<file path="src/hdl/sttok_pkg.sv">
// Shared types and constants for the source text tokenizer.
// Holds the channel word structs, the token kind codes and the lexer mode enum.
// No dependencies.
`default_nettype none

package sttok_pkg;

    localparam int OFFSET_BITS = 32;
    localparam int LENGTH_BITS = 16;
    localparam int KIND_BITS   = 6;

    // Result queue between the lexer and the output channel.
    localparam int OQ_DEPTH    = 4;
    localparam int OQ_PTR_BITS = $clog2(OQ_DEPTH);
    localparam int OQ_CNT_BITS = $clog2(OQ_DEPTH + 1);

    typedef logic [KIND_BITS-1:0] t_kind;

    localparam t_kind K_END       = 6'd0;
    localparam t_kind K_INVALID   = 6'd1;
    localparam t_kind K_UNTERM    = 6'd2;
    localparam t_kind K_IDENT     = 6'd3;
    localparam t_kind K_INT       = 6'd4;
    localparam t_kind K_FLOAT     = 6'd5;
    localparam t_kind K_CHAR      = 6'd6;
    localparam t_kind K_STRING    = 6'd7;
    localparam t_kind P_LPAREN    = 6'd8;
    localparam t_kind P_RPAREN    = 6'd9;
    localparam t_kind P_LBRACK    = 6'd10;
    localparam t_kind P_RBRACK    = 6'd11;
    localparam t_kind P_LBRACE    = 6'd12;
    localparam t_kind P_RBRACE    = 6'd13;
    localparam t_kind P_COMMA     = 6'd14;
    localparam t_kind P_SEMI      = 6'd15;
    localparam t_kind P_COLON     = 6'd16;
    localparam t_kind P_SCOPE     = 6'd17;
    localparam t_kind P_DOT       = 6'd18;
    localparam t_kind P_RANGE     = 6'd19;
    localparam t_kind P_ELLIPSIS  = 6'd20;
    localparam t_kind P_LT        = 6'd21;
    localparam t_kind P_SHL       = 6'd22;
    localparam t_kind P_SHL_EQ    = 6'd23;
    localparam t_kind P_LE        = 6'd24;
    localparam t_kind P_GT        = 6'd25;
    localparam t_kind P_SHR       = 6'd26;
    localparam t_kind P_SHR_EQ    = 6'd27;
    localparam t_kind P_GE        = 6'd28;
    localparam t_kind P_MOD       = 6'd29;
    localparam t_kind P_MOD_EQ    = 6'd30;
    localparam t_kind P_XOR       = 6'd31;
    localparam t_kind P_XOR_EQ    = 6'd32;
    localparam t_kind P_AMP       = 6'd33;
    localparam t_kind P_LAND      = 6'd34;
    localparam t_kind P_LAND_EQ   = 6'd35;
    localparam t_kind P_AND_EQ    = 6'd36;
    localparam t_kind P_STAR      = 6'd37;
    localparam t_kind P_STAR_EQ   = 6'd38;
    localparam t_kind P_MINUS     = 6'd39;
    localparam t_kind P_MINUS_EQ  = 6'd40;
    localparam t_kind P_ARROW     = 6'd41;
    localparam t_kind P_ASSIGN    = 6'd42;
    localparam t_kind P_EQEQ      = 6'd43;
    localparam t_kind P_DARROW    = 6'd44;
    localparam t_kind P_PIPE      = 6'd45;
    localparam t_kind P_LOR       = 6'd46;
    localparam t_kind P_LOR_EQ    = 6'd47;
    localparam t_kind P_OR_EQ     = 6'd48;
    localparam t_kind P_PLUS      = 6'd49;
    localparam t_kind P_PLUS_EQ   = 6'd50;
    localparam t_kind P_QUEST     = 6'd51;
    localparam t_kind P_BANG      = 6'd52;
    localparam t_kind P_NE        = 6'd53;
    localparam t_kind P_SLASH     = 6'd54;
    localparam t_kind P_SLASH_EQ  = 6'd55;

    typedef enum logic [4:0] {
        M_IDLE, M_IDENT, M_NUMBER, M_QUOTE, M_LINE, M_BLOCK,
        M_DOT1, M_DOT2, M_SLASH, M_COLON, M_LT, M_LT2, M_GT, M_GT2,
        M_DOLLAR, M_CARET, M_AMP, M_AMP2, M_STAR, M_MINUS, M_EQ,
        M_PIPE, M_PIPE2, M_PLUS, M_BANG
    } t_mode;

    typedef struct packed {
        logic [7:0] char_code;
        logic       end_of_text;
    } t_in_word;

    typedef struct packed {
        t_kind                  token_kind;
        logic [OFFSET_BITS-1:0] start_offset;
        logic [LENGTH_BITS-1:0] token_length;
        logic                   last_of_run;
    } t_out_word;

endpackage

`default_nettype wire

</file>
<file path="src/hdl/source_text_tokenizer.sv">
// Source text tokenizer: one byte in, up to two tokens out, through a small result queue.
// Depends on sttok_pkg for the word structs, token kinds and lexer modes.
//
// Usage: source bytes enter on the input channel (i_in_valid, o_in_stall, i_in_word), one
// word per byte; a zero byte or end_of_text closes the text. Tokens leave on the output
// channel (o_out_valid, i_out_stall, o_out_word) as kind, start offset and length, with
// last_of_run set on the final token caused by a byte. Bytes that only extend a token or
// are skipped give no output word.
// Throughput: one byte per clock while o_in_stall is low. The lexer state registers are
// updated by one pass of short decode logic per accepted byte, and the tokens are written
// into a four-entry queue. A token is written into the queue when the byte that completes
// it is accepted; a byte that yields two tokens writes both words at once, and the queue
// absorbs the extra word. The input stalls while the queue holds three or more words, so
// that a stall on the output side backs up into the input without loss.
// Reset (synchronous, active low) empties the queue and returns the lexer to idle at
// offset zero. The end token also returns the lexer to that state for the next text.
`default_nettype none

module source_text_tokenizer (
    input  wire                   i_clk,
    input  wire                   i_rst_n,
    input  wire                   i_in_valid,
    output logic                  o_in_stall,
    input  sttok_pkg::t_in_word   i_in_word,
    output logic                  o_out_valid,
    input  wire                   i_out_stall,
    output sttok_pkg::t_out_word  o_out_word
);

    localparam int LB = sttok_pkg::LENGTH_BITS;
    localparam int OB = sttok_pkg::OFFSET_BITS;

    // Lexer state.
    sttok_pkg::t_mode   r_mode, n_mode;
    logic [OB-1:0]      r_byte_pos, n_byte_pos;
    logic [OB-1:0]      r_tok_start, n_tok_start;
    logic [LB-1:0]      r_run_len, n_run_len;
    logic               r_escape, n_escape;
    logic               r_qdouble, n_qdouble;
    logic               r_dot_seen, n_dot_seen;
    logic               r_star_seen, n_star_seen;

    // Result queue.
    sttok_pkg::t_out_word                r_oq [sttok_pkg::OQ_DEPTH];
    logic [sttok_pkg::OQ_PTR_BITS-1:0]   r_wr_ptr, r_rd_ptr;
    logic [sttok_pkg::OQ_CNT_BITS-1:0]   r_count, n_count;

    logic [7:0]         w_c;
    logic               w_eot;
    logic               w_in_acc;
    logic               w_out_acc;
    logic               w_alpha, w_digit, w_alnum;
    logic [LB-1:0]      w_grown;
    logic               w_close;
    logic               w_restart;

    // Lookahead decode for punctuator modes.
    logic               ext_take, ext_fin;
    sttok_pkg::t_kind   ext_kind;
    sttok_pkg::t_mode   ext_next;

    // Decode of a byte that starts a new token.
    logic               s_open, s_emit;
    sttok_pkg::t_kind   s_kind;
    sttok_pkg::t_mode   s_mode;

    // Up to two tokens per byte: slot a from the pending token, slot b from this byte.
    logic               a_vld, b_vld;
    sttok_pkg::t_kind   a_kind, b_kind;
    logic [OB-1:0]      a_start, b_start;
    logic [LB-1:0]      a_len, b_len;
    sttok_pkg::t_out_word w_res0, w_res1;
    logic [1:0]         w_nres;

    function automatic sttok_pkg::t_kind held_kind(input sttok_pkg::t_mode m);
        sttok_pkg::t_kind k;
        unique case (m)
            sttok_pkg::M_DOT1:   k = sttok_pkg::P_DOT;
            sttok_pkg::M_DOT2:   k = sttok_pkg::P_RANGE;
            sttok_pkg::M_SLASH:  k = sttok_pkg::P_SLASH;
            sttok_pkg::M_COLON:  k = sttok_pkg::P_COLON;
            sttok_pkg::M_LT:     k = sttok_pkg::P_LT;
            sttok_pkg::M_LT2:    k = sttok_pkg::P_SHL;
            sttok_pkg::M_GT:     k = sttok_pkg::P_GT;
            sttok_pkg::M_GT2:    k = sttok_pkg::P_SHR;
            sttok_pkg::M_DOLLAR: k = sttok_pkg::P_MOD;
            sttok_pkg::M_CARET:  k = sttok_pkg::P_XOR;
            sttok_pkg::M_AMP:    k = sttok_pkg::P_AMP;
            sttok_pkg::M_AMP2:   k = sttok_pkg::P_LAND;
            sttok_pkg::M_STAR:   k = sttok_pkg::P_STAR;
            sttok_pkg::M_MINUS:  k = sttok_pkg::P_MINUS;
            sttok_pkg::M_EQ:     k = sttok_pkg::P_ASSIGN;
            sttok_pkg::M_PIPE:   k = sttok_pkg::P_PIPE;
            sttok_pkg::M_PIPE2:  k = sttok_pkg::P_LOR;
            sttok_pkg::M_PLUS:   k = sttok_pkg::P_PLUS;
            default:             k = sttok_pkg::P_BANG;
        endcase
        return k;
    endfunction

    // Bytes already held by a punctuator mode.
    function automatic logic [LB-1:0] held_len(input sttok_pkg::t_mode m);
        logic two;
        two = (m == sttok_pkg::M_DOT2) || (m == sttok_pkg::M_LT2) ||
              (m == sttok_pkg::M_GT2) || (m == sttok_pkg::M_AMP2) ||
              (m == sttok_pkg::M_PIPE2);
        return two ? LB'(2) : LB'(1);
    endfunction

    assign w_c       = i_in_word.char_code;
    assign w_eot     = i_in_word.end_of_text || (w_c == 8'd0);
    assign o_in_stall = (r_count > sttok_pkg::OQ_CNT_BITS'(sttok_pkg::OQ_DEPTH - 2));
    assign w_in_acc  = i_in_valid && !o_in_stall;
    assign o_out_valid = (r_count != '0);
    assign o_out_word  = r_oq[r_rd_ptr];
    assign w_out_acc = o_out_valid && !i_out_stall;

    assign w_alpha = (w_c >= "a" && w_c <= "z") || (w_c >= "A" && w_c <= "Z") || (w_c == "_");
    assign w_digit = (w_c >= "0" && w_c <= "9");
    assign w_alnum = w_alpha || w_digit;
    assign w_grown = (r_run_len == '1) ? r_run_len : r_run_len + LB'(1);
    assign w_close = (w_c == (r_qdouble ? "\"" : "'"));

    always_comb begin
        ext_take = 1'b0;
        ext_fin  = 1'b0;
        ext_kind = sttok_pkg::P_BANG;
        ext_next = r_mode;
        case (r_mode)
            sttok_pkg::M_SLASH: begin
                if (w_c == "/") begin
                    ext_take = 1'b1; ext_next = sttok_pkg::M_LINE;
                end else if (w_c == "*") begin
                    ext_take = 1'b1; ext_next = sttok_pkg::M_BLOCK;
                end else if (w_c == "=") begin
                    ext_fin = 1'b1; ext_kind = sttok_pkg::P_SLASH_EQ;
                end
            end
            sttok_pkg::M_COLON: begin
                if (w_c == ":") begin
                    ext_fin = 1'b1; ext_kind = sttok_pkg::P_SCOPE;
                end
            end
            sttok_pkg::M_DOT1: begin
                if (w_digit) begin
                    ext_take = 1'b1; ext_next = sttok_pkg::M_NUMBER;
                end else if (w_c == ".") begin
                    ext_take = 1'b1; ext_next = sttok_pkg::M_DOT2;
                end
            end
            sttok_pkg::M_DOT2: begin
                if (w_c == ".") begin
                    ext_fin = 1'b1; ext_kind = sttok_pkg::P_ELLIPSIS;
                end
            end
            sttok_pkg::M_LT: begin
                if (w_c == "<") begin
                    ext_take = 1'b1; ext_next = sttok_pkg::M_LT2;
                end else if (w_c == "=") begin
                    ext_fin = 1'b1; ext_kind = sttok_pkg::P_LE;
                end
            end
            sttok_pkg::M_LT2: begin
                if (w_c == "=") begin
                    ext_fin = 1'b1; ext_kind = sttok_pkg::P_SHL_EQ;
                end
            end
            sttok_pkg::M_GT: begin
                if (w_c == ">") begin
                    ext_take = 1'b1; ext_next = sttok_pkg::M_GT2;
                end else if (w_c == "=") begin
                    ext_fin = 1'b1; ext_kind = sttok_pkg::P_GE;
                end
            end
            sttok_pkg::M_GT2: begin
                if (w_c == "=") begin
                    ext_fin = 1'b1; ext_kind = sttok_pkg::P_SHR_EQ;
                end
            end
            sttok_pkg::M_DOLLAR: begin
                if (w_c == "=") begin
                    ext_fin = 1'b1; ext_kind = sttok_pkg::P_MOD_EQ;
                end
            end
            sttok_pkg::M_CARET: begin
                if (w_c == "=") begin
                    ext_fin = 1'b1; ext_kind = sttok_pkg::P_XOR_EQ;
                end
            end
            sttok_pkg::M_AMP: begin
                if (w_c == "&") begin
                    ext_take = 1'b1; ext_next = sttok_pkg::M_AMP2;
                end else if (w_c == "=") begin
                    ext_fin = 1'b1; ext_kind = sttok_pkg::P_AND_EQ;
                end
            end
            sttok_pkg::M_AMP2: begin
                if (w_c == "=") begin
                    ext_fin = 1'b1; ext_kind = sttok_pkg::P_LAND_EQ;
                end
            end
            sttok_pkg::M_STAR: begin
                if (w_c == "=") begin
                    ext_fin = 1'b1; ext_kind = sttok_pkg::P_STAR_EQ;
                end
            end
            sttok_pkg::M_MINUS: begin
                if (w_c == "=") begin
                    ext_fin = 1'b1; ext_kind = sttok_pkg::P_MINUS_EQ;
                end else if (w_c == ">") begin
                    ext_fin = 1'b1; ext_kind = sttok_pkg::P_ARROW;
                end
            end
            sttok_pkg::M_EQ: begin
                if (w_c == "=") begin
                    ext_fin = 1'b1; ext_kind = sttok_pkg::P_EQEQ;
                end else if (w_c == ">") begin
                    ext_fin = 1'b1; ext_kind = sttok_pkg::P_DARROW;
                end
            end
            sttok_pkg::M_PIPE: begin
                if (w_c == "|") begin
                    ext_take = 1'b1; ext_next = sttok_pkg::M_PIPE2;
                end else if (w_c == "=") begin
                    ext_fin = 1'b1; ext_kind = sttok_pkg::P_OR_EQ;
                end
            end
            sttok_pkg::M_PIPE2: begin
                if (w_c == "=") begin
                    ext_fin = 1'b1; ext_kind = sttok_pkg::P_LOR_EQ;
                end
            end
            sttok_pkg::M_PLUS: begin
                if (w_c == "=") begin
                    ext_fin = 1'b1; ext_kind = sttok_pkg::P_PLUS_EQ;
                end
            end
            sttok_pkg::M_BANG: begin
                if (w_c == "=") begin
                    ext_fin = 1'b1; ext_kind = sttok_pkg::P_NE;
                end
            end
            default: begin
                ext_take = 1'b0;
            end
        endcase
        // A finished punctuator has taken the byte as well.
        if (ext_fin) begin
            ext_take = 1'b1;
        end
    end

    always_comb begin
        s_open = 1'b0;
        s_emit = 1'b0;
        s_kind = sttok_pkg::K_INVALID;
        s_mode = sttok_pkg::M_IDLE;
        if (w_c <= " ") begin
            s_open = 1'b0;
        end else if (w_alpha) begin
            s_open = 1'b1; s_mode = sttok_pkg::M_IDENT;
        end else if (w_digit) begin
            s_open = 1'b1; s_mode = sttok_pkg::M_NUMBER;
        end else begin
            unique case (w_c) inside
                "(":      begin s_emit = 1'b1; s_kind = sttok_pkg::P_LPAREN; end
                ")":      begin s_emit = 1'b1; s_kind = sttok_pkg::P_RPAREN; end
                "[":      begin s_emit = 1'b1; s_kind = sttok_pkg::P_LBRACK; end
                "]":      begin s_emit = 1'b1; s_kind = sttok_pkg::P_RBRACK; end
                "{":      begin s_emit = 1'b1; s_kind = sttok_pkg::P_LBRACE; end
                "}":      begin s_emit = 1'b1; s_kind = sttok_pkg::P_RBRACE; end
                ",":      begin s_emit = 1'b1; s_kind = sttok_pkg::P_COMMA; end
                ";":      begin s_emit = 1'b1; s_kind = sttok_pkg::P_SEMI; end
                "?":      begin s_emit = 1'b1; s_kind = sttok_pkg::P_QUEST; end
                "'", "\"": begin s_open = 1'b1; s_mode = sttok_pkg::M_QUOTE; end
                ".":      begin s_open = 1'b1; s_mode = sttok_pkg::M_DOT1; end
                "/":      begin s_open = 1'b1; s_mode = sttok_pkg::M_SLASH; end
                ":":      begin s_open = 1'b1; s_mode = sttok_pkg::M_COLON; end
                "<":      begin s_open = 1'b1; s_mode = sttok_pkg::M_LT; end
                ">":      begin s_open = 1'b1; s_mode = sttok_pkg::M_GT; end
                "$":      begin s_open = 1'b1; s_mode = sttok_pkg::M_DOLLAR; end
                "^":      begin s_open = 1'b1; s_mode = sttok_pkg::M_CARET; end
                "&":      begin s_open = 1'b1; s_mode = sttok_pkg::M_AMP; end
                "*":      begin s_open = 1'b1; s_mode = sttok_pkg::M_STAR; end
                "-":      begin s_open = 1'b1; s_mode = sttok_pkg::M_MINUS; end
                "=":      begin s_open = 1'b1; s_mode = sttok_pkg::M_EQ; end
                "|":      begin s_open = 1'b1; s_mode = sttok_pkg::M_PIPE; end
                "+":      begin s_open = 1'b1; s_mode = sttok_pkg::M_PLUS; end
                "!":      begin s_open = 1'b1; s_mode = sttok_pkg::M_BANG; end
                default:  begin s_emit = 1'b1; s_kind = sttok_pkg::K_INVALID; end
            endcase
        end
    end

    // The byte ends the pending token (or none is pending) and is decoded as a new token start.
    always_comb begin
        case (r_mode) inside
            sttok_pkg::M_IDLE:   w_restart = 1'b1;
            sttok_pkg::M_IDENT:  w_restart = !w_alnum;
            sttok_pkg::M_NUMBER: w_restart = !(w_digit || (w_c == "." && !r_dot_seen));
            sttok_pkg::M_QUOTE,
            sttok_pkg::M_LINE,
            sttok_pkg::M_BLOCK:  w_restart = 1'b0;
            default:             w_restart = !ext_take;
        endcase
    end

    // Next state.
    always_comb begin
        n_mode      = r_mode;
        n_byte_pos  = r_byte_pos;
        n_tok_start = r_tok_start;
        n_run_len   = r_run_len;
        n_escape    = r_escape;
        n_qdouble   = r_qdouble;
        n_dot_seen  = r_dot_seen;
        n_star_seen = r_star_seen;
        if (w_eot) begin
            n_mode      = sttok_pkg::M_IDLE;
            n_byte_pos  = '0;
            n_tok_start = '0;
            n_run_len   = '0;
            n_escape    = 1'b0;
            n_qdouble   = 1'b0;
            n_dot_seen  = 1'b0;
            n_star_seen = 1'b0;
        end else begin
            unique case (r_mode)
                sttok_pkg::M_IDLE: begin
                    n_mode = sttok_pkg::M_IDLE;
                end
                sttok_pkg::M_IDENT: begin
                    if (w_alnum) begin
                        n_run_len = w_grown;
                    end
                end
                sttok_pkg::M_NUMBER: begin
                    if (w_digit) begin
                        n_run_len = w_grown;
                    end else if (w_c == "." && !r_dot_seen) begin
                        n_dot_seen = 1'b1;
                        n_run_len  = w_grown;
                    end
                end
                sttok_pkg::M_QUOTE: begin
                    n_run_len = w_grown;
                    if (r_escape) begin
                        n_escape = 1'b0;
                    end else if (w_c == "\\") begin
                        n_escape = 1'b1;
                    end else if (w_close) begin
                        n_mode    = sttok_pkg::M_IDLE;
                        n_run_len = '0;
                    end
                end
                sttok_pkg::M_LINE: begin
                    if (w_c == "\n") begin
                        n_mode    = sttok_pkg::M_IDLE;
                        n_run_len = '0;
                    end
                end
                sttok_pkg::M_BLOCK: begin
                    if (w_c == "/" && r_star_seen) begin
                        n_mode      = sttok_pkg::M_IDLE;
                        n_run_len   = '0;
                        n_star_seen = 1'b0;
                    end else begin
                        n_star_seen = (w_c == "*");
                    end
                end
                default: begin
                    if (ext_fin) begin
                        n_mode    = sttok_pkg::M_IDLE;
                        n_run_len = '0;
                    end else if (ext_take) begin
                        n_mode = ext_next;
                        if (ext_next == sttok_pkg::M_NUMBER) begin
                            // A leading dot followed by a digit becomes a float.
                            n_dot_seen = 1'b1;
                            n_run_len  = LB'(2);
                        end else if (ext_next == sttok_pkg::M_LINE ||
                                     ext_next == sttok_pkg::M_BLOCK) begin
                            n_run_len   = '0;
                            n_star_seen = 1'b0;
                        end
                    end
                end
            endcase
            if (w_restart) begin
                n_mode    = sttok_pkg::M_IDLE;
                n_run_len = '0;
                if (s_open) begin
                    n_mode      = s_mode;
                    n_tok_start = r_byte_pos;
                    n_run_len   = LB'(1);
                    if (s_mode == sttok_pkg::M_NUMBER) begin
                        n_dot_seen = 1'b0;
                    end
                    if (s_mode == sttok_pkg::M_QUOTE) begin
                        n_qdouble = (w_c == "\"");
                        n_escape  = 1'b0;
                    end
                end
            end
            if (r_byte_pos != '1) begin
                n_byte_pos = r_byte_pos + OB'(1);
            end
        end
    end

    // Tokens caused by the byte.
    always_comb begin
        a_vld   = 1'b0;
        a_kind  = sttok_pkg::K_END;
        a_start = r_tok_start;
        a_len   = r_run_len;
        b_vld   = 1'b0;
        b_kind  = sttok_pkg::K_END;
        b_start = r_byte_pos;
        b_len   = '0;
        if (w_eot) begin
            unique case (r_mode) inside
                sttok_pkg::M_IDLE, sttok_pkg::M_LINE, sttok_pkg::M_BLOCK: begin
                    a_vld = 1'b0;
                end
                sttok_pkg::M_IDENT: begin
                    a_vld = 1'b1; a_kind = sttok_pkg::K_IDENT;
                end
                sttok_pkg::M_NUMBER: begin
                    a_vld  = 1'b1;
                    a_kind = r_dot_seen ? sttok_pkg::K_FLOAT : sttok_pkg::K_INT;
                end
                sttok_pkg::M_QUOTE: begin
                    a_vld = 1'b1; a_kind = sttok_pkg::K_UNTERM;
                end
                default: begin
                    a_vld  = 1'b1;
                    a_kind = held_kind(r_mode);
                    a_len  = held_len(r_mode);
                end
            endcase
            b_vld = 1'b1;
        end else begin
            unique case (r_mode) inside
                sttok_pkg::M_IDLE, sttok_pkg::M_LINE, sttok_pkg::M_BLOCK: begin
                    a_vld = 1'b0;
                end
                sttok_pkg::M_IDENT: begin
                    a_vld = w_restart; a_kind = sttok_pkg::K_IDENT;
                end
                sttok_pkg::M_NUMBER: begin
                    a_vld  = w_restart;
                    a_kind = r_dot_seen ? sttok_pkg::K_FLOAT : sttok_pkg::K_INT;
                end
                sttok_pkg::M_QUOTE: begin
                    a_vld  = !r_escape && (w_c != "\\") && w_close;
                    a_kind = r_qdouble ? sttok_pkg::K_STRING : sttok_pkg::K_CHAR;
                    a_len  = w_grown;
                end
                default: begin
                    if (ext_fin) begin
                        a_vld  = 1'b1;
                        a_kind = ext_kind;
                        a_len  = held_len(r_mode) + LB'(1);
                    end else if (!ext_take) begin
                        a_vld  = 1'b1;
                        a_kind = held_kind(r_mode);
                        a_len  = held_len(r_mode);
                    end
                end
            endcase
            b_vld  = w_restart && s_emit;
            b_kind = s_kind;
            b_len  = LB'(1);
        end

        w_res1 = '{token_kind: b_kind, start_offset: b_start, token_length: b_len,
                   last_of_run: 1'b1};
        if (a_vld) begin
            w_res0 = '{token_kind: a_kind, start_offset: a_start, token_length: a_len,
                       last_of_run: !b_vld};
            w_nres = b_vld ? 2'd2 : 2'd1;
        end else begin
            w_res0 = w_res1;
            w_nres = b_vld ? 2'd1 : 2'd0;
        end
    end

    always_comb begin
        n_count = r_count;
        if (w_in_acc) begin
            n_count = n_count + sttok_pkg::OQ_CNT_BITS'(w_nres);
        end
        if (w_out_acc) begin
            n_count = n_count - sttok_pkg::OQ_CNT_BITS'(1);
        end
    end

    always_ff @(posedge i_clk) begin
        if (!i_rst_n) begin
            r_mode      <= sttok_pkg::M_IDLE;
            r_byte_pos  <= '0;
            r_tok_start <= '0;
            r_run_len   <= '0;
            r_escape    <= 1'b0;
            r_qdouble   <= 1'b0;
            r_dot_seen  <= 1'b0;
            r_star_seen <= 1'b0;
            r_wr_ptr    <= '0;
            r_rd_ptr    <= '0;
            r_count     <= '0;
        end else begin
            if (w_in_acc) begin
                r_mode      <= n_mode;
                r_byte_pos  <= n_byte_pos;
                r_tok_start <= n_tok_start;
                r_run_len   <= n_run_len;
                r_escape    <= n_escape;
                r_qdouble   <= n_qdouble;
                r_dot_seen  <= n_dot_seen;
                r_star_seen <= n_star_seen;
                r_wr_ptr    <= r_wr_ptr + sttok_pkg::OQ_PTR_BITS'(w_nres);
            end
            if (w_out_acc) begin
                r_rd_ptr <= r_rd_ptr + sttok_pkg::OQ_PTR_BITS'(1);
            end
            r_count <= n_count;
        end
    end

    always_ff @(posedge i_clk) begin
        if (w_in_acc && w_nres != 2'd0) begin
            r_oq[r_wr_ptr] <= w_res0;
        end
        if (w_in_acc && w_nres == 2'd2) begin
            r_oq[r_wr_ptr + sttok_pkg::OQ_PTR_BITS'(1)] <= w_res1;
        end
    end

    a_count_bound: assert property (@(posedge i_clk) disable iff (!i_rst_n)
        r_count <= sttok_pkg::OQ_CNT_BITS'(sttok_pkg::OQ_DEPTH))
        else $error("result queue count beyond its depth");

    a_end_resets: assert property (@(posedge i_clk) disable iff (!i_rst_n)
        w_in_acc && w_eot |=> r_byte_pos == '0 && r_mode == sttok_pkg::M_IDLE)
        else $error("lexer not back at offset zero after the end token");

    a_end_emits: assert property (@(posedge i_clk) disable iff (!i_rst_n)
        w_in_acc && w_eot |-> w_nres != 2'd0)
        else $error("end of text produced no token");

    a_pos_step: assert property (@(posedge i_clk) disable iff (!i_rst_n)
        w_in_acc && !w_eot && r_byte_pos != '1 |=>
        r_byte_pos == $past(r_byte_pos) + OB'(1))
        else $error("byte position did not advance by one");

    a_run_nonzero: assert property (@(posedge i_clk) disable iff (!i_rst_n)
        (r_mode == sttok_pkg::M_IDENT || r_mode == sttok_pkg::M_NUMBER ||
         r_mode == sttok_pkg::M_QUOTE) |-> r_run_len != '0)
        else $error("open token with zero length");

endmodule

`default_nettype wire
</file>
<file path="config.mk">
export PLATFORM = sky130hd
export DESIGN_NAME = source_text_tokenizer
export DESIGN_NICKNAME = d
export VERILOG_FILES = /design/src/hdl/sttok_pkg.sv /design/src/hdl/source_text_tokenizer.sv
export SDC_FILE = /design/constraint.sdc
export NUM_CORES = 1
export LEC_CHECK = 0
export BUFFER_PORTS_ARGS = -buffer_cell sky130_fd_sc_hd__clkbuf_2
export CAP_MARGIN = 40
export CORE_MARGIN = 1
export CORE_UTILIZATION = 35
export DETAILED_ROUTE_END_ITERATION = 16
export GPL_TIMING_DRIVEN = 1
export PLACE_DENSITY = 0.59
export SLEW_MARGIN = 20
export SYNTH_ARGS = -nofsm -noshare
export SYNTH_HDL_FRONTEND = slang
export SYNTH_SLANG_ARGS = --single-unit
</file>
<file path="constraint.sdc">
create_clock -name i_clk -period 6.77 [get_ports i_clk]
set_clock_uncertainty 0.1 [all_clocks]
set_input_delay 1.354 -clock i_clk [delete_from_list [all_inputs] [get_ports i_clk]]
set_output_delay 1.354 -clock i_clk [all_outputs]
set_load 0.1 [all_outputs]
</file>
==> results.yml <==
final_layout:
  area_growth_pct: 13.3
  post-route-cell-area_sq_mm: 0.0196
  insertedDiodeCount: 0
  drive_gt1_share_pct: 17.0
  nFillCells: 4766
  layout.nets: 1708
  final_util_pct: 40.2
grt:
  grt-ovfl-total: 0
  grt_max_degree: 44
  grt_antenna_before_repair: 0
  grt_pass1_wl_microns: 80100
  grt.total_usage_pct: 20.6
  grt_pass1_vias: 13400
critical_path:
  required_ns: 6.90
  crit_type: "in2reg"
  cp-end-kind: "register"
  start_kind: "input pin"
  critPathArrivalTime_ns: 5.95
  rrSetupSlack_ns: 1.43
  crit_path_max_fanout: 27
route:
  drt_iter0_drc: 1189
  firstDrtPassIters: 7
  postRouteWirelength_microns: 52600
  vias: 13900
  drc: 0
  avgRoutedWirePerCell_microns: 22.2
  routed_via_density: 5.87
  ant_nets: 0
floorplan:
  die_area_sq_mm: 0.0504
  initial_core_util_pct: 35.5
  die_w_microns: 224
  rows: 81
  chipHeight_microns: 224
  ioPinCount: 70
  core_sq_mm: 0.0488
synth:
  postSynth.asyncResetShare_pct: 0
  synth_area_leaders: "edfxtp_1, dfxtp_1, a22o_1"
  synth_ff_type: "dfxtp_1"
  synth.distinct_cells: 95
  synthCells: 1690
  synth_edf_count: 156
  syn_avg_cell_area_sq_um: 10.3
  yosysMostFrequentCell: "a22o_1"
  yosys_warnings: 0
  synth_nets: 1717
  synth_common_cells: "a22o_1, dfxtp_1, edfxtp_1"
  synth_top_area_share_pct: 27.0
  ys_ff_latch: 324
  synth_top_cell_by_area: "edfxtp_1"
  syn-cell-area_sq_mm: 0.0173
  ys_seq_area_share_pct: 46.5
power:
  internal_power_w: 0.00431
  power.share.sequential_pct: 31.8
  p_per_area_mw_per_mm2: 400
  p_leak_nw: 6.63
  p_sw_w: 0.00354
  pwr-share-comb_pct: 43.2
  sw_frac_of_total_pct: 45.1
  ir_drop_uv: 224
  clkPwrFrac_pct: 25.0
cts:
  clock_sinks: 324
  cts_setup_buffers: 0
  ctsResizeCount: 0
  clock_latency_ns: 0.55
  cts_root_buffer: "clkbuf_16"
  cts_max_path_buffers: 3
  cts_tree: "done"
  htreeDepth: 2
  cts_made_buffers: 35
  cts_hold_buf: 0
  path_clk_slew_ns: 0.06
timing:
  setup_viol: 0
  hold_ws_ns: 0.375
  rsz0062_at_grt: "no"
  worst_pin_slew_ns: 0.866
  timing.fmax_mhz: 172
  min_period_over_period_pct: 86.0
  slew-limit-headroom_pct: 42.1
  fin_setup_tns_ns: 0
  slew_violations: 0
  finalHoldViolations: 0
  fin_crit_ns: 5.82
  fin_ws_ns: 0.949
placed_design:
  dpl.hpwl_microns: 34100
  dp_slack_ns: 0.480
  place_congestion: 0.917
  post_dp_cell_area_sq_mm: 0.0184
  io_buffers: 69
status:
  outcome: "completed"
hold_path:
  hp-class: "reg2reg"
job:
  cap_viol_max_count: 0
## registers in the layout, indices dropped and copies added (netlist names), named ones only
register and flops:
a_start 32, b_start 32, r_count 3, r_dot_seen 1
r_escape 1, r_mode 5, r_oq 220, r_qdouble 1
r_rd_ptr 2, r_run_len 16, r_star_seen 1, r_wr_ptr 2
## routing by layer
metal	vias to the layer above	track usage [%]	routed length, microns
met5	-	0	0
met2	503	33.7	25200
li1	6417	-	-
met3	93	3.67	3510
met1	6908	27.4	22700
met4	0	6.69	1260
## worst max-delay path, stage by stage
cell      delay, ns
clkbuf_2       0.32
or2_2          0.44
nor4_2         0.46
nor3_1         0.16
a21oi_1        0.21
nand3_1        0.10
nor3_1         0.55
nand3_1        0.23
nand2_1        0.17
inv_1          0.06
ha_1           0.31
or4_1          0.68
and2_1         0.23
inv_2          0.38
buf_12         0.28
## final cells by class
cell class / instances / area (sq um) / share of cell area [%]
multi-input combinational: 1162 / 8520 / 43.4
sequential: 324 / 8050 / 41.0
clock buffer: 51 / 1020 / 5.19
timing repair buffer: 128 / 950 / 4.84
tap: 664 / 831 / 4.23
clock inverter: 11 / 153 / 0.777
inverter: 30 / 113 / 0.574
## path summary, 6_finish.rpt
check,endpoint,startpoint,cells past startpoint
min,r_oq[2][13],r_oq[2][13],1
max,r_oq[0][21],i_in_word[2],15
min reg2reg,r_oq[2][13],r_oq[2][13],1
max reg2reg,r_oq[0][21],r_mode[2],14
## power by group through the flow
stage	sequential (W)	clock, W	combinational, W
after global placement	0.00261	0	0.00325
after global routing	0.00252	0.00207	0.00356
after CTS	0.00250	0.00199	0.00339
after floorplan	0.00245	0	0.00258
after detailed placement	0.00254	0	0.00338
final	0.00250	0.00196	0.00340
## metrics by stage
| step | cells | total power (W) |
|---|---|---|
| floorplan | 1690 | 0.00504 |
| global placement | 2298 | 0.00586 |
| detailed placement | 2306 | 0.00592 |
| CTS | 2368 | 0.00788 |
| global route | 2370 | 0.00815 |
| finish | 2370 | 0.00786 |
## cell usage in the layout (no fill, tap or decap), types with 9 or more instances in the layout
| cell | n |
|---|---|
| a21boi_0 | 41 |
| a21oi_1 | 67 |
| a22o_1 | 191 |
| a31oi_1 | 15 |
| and2_1 | 26 |
| and3_1 | 14 |
| buf_12 | 9 |
| buf_4 | 45 |
| clkbuf_1 | 10 |
| clkbuf_16 | 37 |
| clkbuf_2 | 69 |
| dfxtp_1 | 166 |
| edfxtp_1 | 156 |
| ha_1 | 13 |
| inv_1 | 23 |
| mux4_2 | 55 |
| nand2_1 | 114 |
| nand2b_1 | 19 |
| nand3_1 | 66 |
| nand4_1 | 18 |
| nor2_1 | 119 |
| nor2b_1 | 20 |
| nor3_1 | 31 |
| o21ai_0 | 66 |
| o22ai_1 | 31 |
| o31ai_1 | 16 |
| or3_1 | 21 |
| xnor2_1 | 18 |
| xor2_1 | 22 |
## cell families (layout without fill, tap and decap cells)
group	Yosys count	count (layout)	share of synthesized area (%)
AOI/OAI and AO/OA	512	512	22.0
adders and majority gates	14	14	1.05
buffers and inverters	204	220	4.75
muxes	63	63	7.63
DFF	324	324	46.5
xor gates and xnor gates	40	40	2.02
and+or+nand+nor	533	533	16.1
Note: power is estimated with default switching activity, not from simulation.
